--- src/lzd_pkg.sv ---
package lzd_pkg;

  localparam int BYTE_W  = 8;
  localparam int KIND_W  = 2;
  localparam int ERR_W   = 2;
  localparam int TOTAL_W = 24;
  localparam int CAP_W   = 24;
  localparam int FLAGS   = 8;
  localparam int IDX_W   = 3;

  localparam logic [CAP_W-1:0] CAP_RESET = 24'hFFFFFF;

  localparam logic [KIND_W-1:0] KIND_DATA = 2'd0;
  localparam logic [KIND_W-1:0] KIND_END  = 2'd1;
  localparam logic [KIND_W-1:0] KIND_ERR  = 2'd2;

  localparam logic [ERR_W-1:0] ERR_NONE  = 2'd0;
  localparam logic [ERR_W-1:0] ERR_DIST  = 2'd1;
  localparam logic [ERR_W-1:0] ERR_CAP   = 2'd2;
  localparam logic [ERR_W-1:0] ERR_TRUNC = 2'd3;

  // stream parse position
  typedef enum logic [1:0] {
    PH_CTRL,
    PH_ITEM,
    PH_HIGH
  } phase_t;

  // what an incoming byte does in the current parse position
  typedef enum logic [2:0] {
    IA_DROP,
    IA_CTRL,
    IA_LIT,
    IA_LOW,
    IA_MATCH,
    IA_ERR
  } act_t;

  typedef enum logic [1:0] {
    ST_IN,
    ST_PRIME,
    ST_COPY,
    ST_TAIL
  } state_t;

  typedef struct packed {
    logic take;
    logic emit_copy;
    logic emit_end;
  } cmd_t;

  typedef struct packed {
    act_t act;
    logic in_last;
    logic copy_done;
    logic copy_last;
    logic out_free;
  } sts_t;

endpackage

--- src/lzd_ctrl.sv ---
module lzd_ctrl (
  input  logic          clk,
  input  logic          rst_n,
  input  logic          in_valid,
  output logic          in_ready,
  input  lzd_pkg::sts_t sts,
  output lzd_pkg::cmd_t cmd
);
  import lzd_pkg::*;

  state_t state_r;
  state_t state_nxt;

  always_ff @(posedge clk) begin
    if (!rst_n) begin
      state_r <= ST_IN;
    end else begin
      state_r <= state_nxt;
    end
  end

  always_comb begin
    state_nxt = state_r;
    cmd       = '0;
    in_ready  = 1'b0;
    unique case (state_r)
      ST_IN: begin
        in_ready = sts.out_free;
        cmd.take = in_valid && sts.out_free;
        if (cmd.take) begin
          if (sts.act == IA_MATCH) begin
            state_nxt = ST_PRIME;
          end else if ((sts.act == IA_LIT) && sts.in_last) begin
            state_nxt = ST_TAIL;
          end
        end
      end
      // first history read of a match is in flight
      ST_PRIME: state_nxt = ST_COPY;
      ST_COPY: begin
        if (sts.out_free) begin
          cmd.emit_copy = 1'b1;
          if (sts.copy_done) begin
            state_nxt = sts.copy_last ? ST_TAIL : ST_IN;
          end
        end
      end
      ST_TAIL: begin
        if (sts.out_free) begin
          cmd.emit_end = 1'b1;
          state_nxt    = ST_IN;
        end
      end
    endcase
  end

endmodule

--- config.mk ---
export PLATFORM = sky130hd
export DESIGN_NAME = lzd_ctrl
export DESIGN_NICKNAME = d
export VERILOG_FILES = /design/src/lzd_pkg.sv /design/src/lzd_ctrl.sv
export SDC_FILE = /design/constraint.sdc
export NUM_CORES = 1
export LEC_CHECK = 0
export ABC_AREA = 0
export BUFFER_PORTS_ARGS = -buffer_cell sky130_fd_sc_hd__buf_4
export CAP_MARGIN = 20
export CORE_AREA = 2 2 39 41
export CTS_CLUSTER_SIZE = 28
export DETAILED_ROUTE_END_ITERATION = 8
export DIE_AREA = 0 0 41 43
export PLACE_DENSITY_LB_ADDON = 0.12
export SKIP_CTS_REPAIR_TIMING = 1
export SLEW_MARGIN = 20
export SYNTH_ARGS = -nofsm -noshare
export SYNTH_HDL_FRONTEND = slang
export SYNTH_SLANG_ARGS = --single-unit
--- constraint.sdc ---
create_clock -name clk -period 1.03 [get_ports clk]
set_clock_uncertainty 0.05 [all_clocks]
set_input_delay 0.2575 -clock clk [delete_from_list [all_inputs] [get_ports clk]]
set_output_delay 0.2575 -clock clk [all_outputs]
set_load 0.02 [all_outputs]
==> key figures <==
Die
  – Die extent in y: 43 um
  – CORE AREA: 1384 sq um
  – Effective utilization at floorplan: 12.66%
  – Die footprint: 1763 sq um
  – Number of standard-cell rows in the floorplan: 14
  – Horizontal die dimension: 41 um
  – Ports: 14

Synthesis
  – Number of storage elements in the synthesis netlist: 2
  – Post-Syn Area: 175.2 sq um
  – Post-synthesis sequential area ratio: 22.86%
  – Number of unique standard cell types used by synthesis: 17
  – Number of warnings reported in the yosys synthesis log: 0
  – Mapped Nets: 31
  – Mapped Avg Cell Area: 8.341 sq um
  – Cells after Synth: 21

Worst hold path
  – Hold path start: rst_n
  – Hold Path Class: input pin to register
  – Terminating pin of the worst hold path: state_r[1]$_SDFFE_PN0P_
  – Number of stages on the worst hold path: 2

Setup path
  – Worst Setup End Kind: output pin
  – Worst flop-to-flop path startpoint: state_r[0]$_SDFFE_PN0P_
  – Worst setup path category: register to output pin
  – Worst setup SP type: register
  – Required arrival time at the worst endpoint: 720 ps
  – Worst Path Arrival: approximately 930 ps
  – CP startpoint: state_r[1]$_SDFFE_PN0P_
  – Number of cells traversed by the worst register-to-register path: 4
  – Worst reg-to-reg setup slack: 60 ps
  – Biggest fanout along the worst timing path: 6
  – Capture instance of the worst register-to-register path: state_r[0]$_SDFFE_PN0P_

STA
  – Final setup fails: 4
  – Final cycle utilization of the critical path: 120.5%
  – Final Worst Setup Slack: -210.9 ps
  – F_max: 805.9 MHz
  – Final Hold Viols: 0
  – Setup repair after global routing missed its margin: true
  – Final-layout setup total negative slack: -758.7 ps
  – Post-route worst hold slack: roughly 240 ps
  – Final number of max-transition violations: 0
  – Worst rel slew slack: 85.66%
  – Min Tclk post-route: 1241 ps
  – Slew of the pin with the lowest slew margin: roughly 210 ps

Global routing
  – First-pass GRT wire length: 814 um
  – Maximum number of pins on one net before global-route repair: 8
  – Antenna violations before repair: 0
  – Global Route Usage Sum: under 10%
  – Aggregate global routing overflow: 0
  – Number of global-route vias before repair: 217

Layout
  – Reg with most FFs: state_r
  – Final-layout fill cell count: ~160
  – Fraction of final layout cells with drive strength greater than 1: 68.42%
  – Number of flip-flops in the largest register: 2
  – Finished Cell Area: between 300 and 400 sq um
  – Relative area change from synthesis to final layout: 98.57%
  – Top Registers: state_r (2)
  – Count of antenna diodes in the layout: 0
  – Number of nets in the finished design: 50
  – Post-route insts no fill: 54

CTS
  – Clock buffers created by TritonCTS: 3
  – Later-pin clock latency in the skew report: 230 ps
  – Clock root buffer: sky130_fd_sc_hd__clkbuf_4
  – CTS max path bufs: 2
  – CTS tree: yes
  – Sink Count: 2
  – H-tree depth: 1
  – Clock slew at reported path FFs: 30 ps

Detailed routing
  – WL met3: between 30 and 40 um
  – Overall routed net length: 494 um
  – Drt first pass iters: 2
  – Via count: roughly 220
  – Residual DRC: 0
  – Average vias per placed instance: 4.000
  – Detailed-routing wirelength on met1: ~190 um
  – Sum of met2 wire segment lengths after detailed routing: 270 um
  – Antenna-violating nets left: 0
  – Average wire per standard cell: 9.148 um
  – Highest metal layer with signal wires: met3
  – Iteration-0 DRC count of the detailed router: 3

Power and ir drop
  – Power Density: 949.3 nW/um^2
  – Static Leak: approximately 0.17 nW
  – Worst supply voltage drop on vdd: 0.0004141 V

Outcome
  – Status: finished with violations
  – Violations in the final reports: setup timing

Placement
  – # port buffers: 13
  – Placer congestion estimate: roughly 0.6
  – Dpl cell area: 305.3 sq um
  – Placed Cells incl. Taps: 51
  – Estimated wirelength of the detail-placed design: 422.3 um

Run
  – Max-cap check violation count: 0
-- routing by layer --
metal / vias to the layer above / global-route usage [%]
met5: - / 0
met4: 0 / 6.000
met3: 0 / 4.712
met2: 5 / 10.31
met1: 97 / 7.006
li1: 114 / -
-- logic make-up (layout without fill, tap and decap cells) --
group	after synthesis	count (layout)	share of synthesized area, %
DFF	2	2	22.86
muxes	1	1	5.715
AOI/OAI and AO/OA	4	4	18.57
and+or+nand+nor	12	12	48.58
buffers and inverters	2	19	4.287
-- placed cells by master, fill, tap and decap left out, types with 2 or more instances in the layout --
master / instances
sky130_fd_sc_hd__inv_1: 2
sky130_fd_sc_hd__buf_4: 12
sky130_fd_sc_hd__dfxtp_4: 2
sky130_fd_sc_hd__nand2_2: 2
sky130_fd_sc_hd__nand2b_1: 2
sky130_fd_sc_hd__buf_6: 2
sky130_fd_sc_hd__clkbuf_4: 3
-- cells in the mapped netlist --
library cell | instances | area [sq um]
sky130_fd_sc_hd__a21oi_1 | 1 | 5.000
sky130_fd_sc_hd__a41o_1 | 1 | 10.01
sky130_fd_sc_hd__and3_2 | 1 | 7.510
sky130_fd_sc_hd__dfxtp_1 | 2 | 40.04
sky130_fd_sc_hd__inv_1 | 2 | 7.510
sky130_fd_sc_hd__mux2i_1 | 1 | 10.01
sky130_fd_sc_hd__nand2_1 | 2 | 7.510
sky130_fd_sc_hd__nand2_2 | 1 | 6.260
sky130_fd_sc_hd__nand2b_1 | 2 | 12.51
sky130_fd_sc_hd__nand4b_1 | 1 | 8.760
sky130_fd_sc_hd__nor2_1 | 1 | 3.750
sky130_fd_sc_hd__nor2b_1 | 1 | 6.260
sky130_fd_sc_hd__nor3_2 | 1 | 10.01
sky130_fd_sc_hd__nor3b_1 | 1 | 7.510
sky130_fd_sc_hd__nor4b_2 | 1 | 15.01
sky130_fd_sc_hd__o21bai_1 | 1 | 7.510
sky130_fd_sc_hd__o311a_1 | 1 | 10.01
-- through the flow --
step	util (%)	total power [W]	setup WS [ps]
finish	25.14	0.0003302	-210.9
global route	25.14	0.0003613	-247.0
CTS	23.69	0.0003444	-298.3
detailed placement	22.06	0.0001591	-57.22
global placement	22.06	0.0001585	-47.58
floorplan	-	0.0001130	-41.70
-- worst max-delay path, stage by stage, from the launching register on --
cell and delay (ps):
sky130_fd_sc_hd__dfxtp_4 360, sky130_fd_sc_hd__nor3_2 180, sky130_fd_sc_hd__buf_4 170
-- worst max-delay path by stage --
| stage | end | slack [ps] | depth (start not counted) |
|---|---|---|---|
| finish | cmd[2] | -210 | 2 |
| detailed placement | cmd[0] | -60 | 2 |
| CTS | cmd[0] | -300 | 2 |
| floorplan | cmd[1] | -40 | 2 |
| global route | in_ready | -250 | 2 |
| global placement | cmd[0] | -50 | 2 |
-- power by group --
group,switching (W),leakage [nW],internal [W],total (W)
sequential,0.00000393,0.0178,0.0000764,0.0000804
clock,0.0000460,0.0138,0.000129,0.000175
combinational,0.0000307,0.142,0.0000443,0.0000751
-- cell type report --
| class | instances | area, sq um | share of cell area [%] |
|---|---|---|---|
| well taps | 16 | 20.02 | 5.755 |
| repair buffers | 14 | 112.6 | 32.37 |
| flip-flops and latches | 2 | 47.55 | 13.67 |
| multi-input cells | 17 | 137.6 | 39.57 |
| inverters | 2 | 7.507 | 2.158 |
| clock buffers | 3 | 22.52 | 6.475 |
Note: power is estimated with default switching activity, not from simulation.
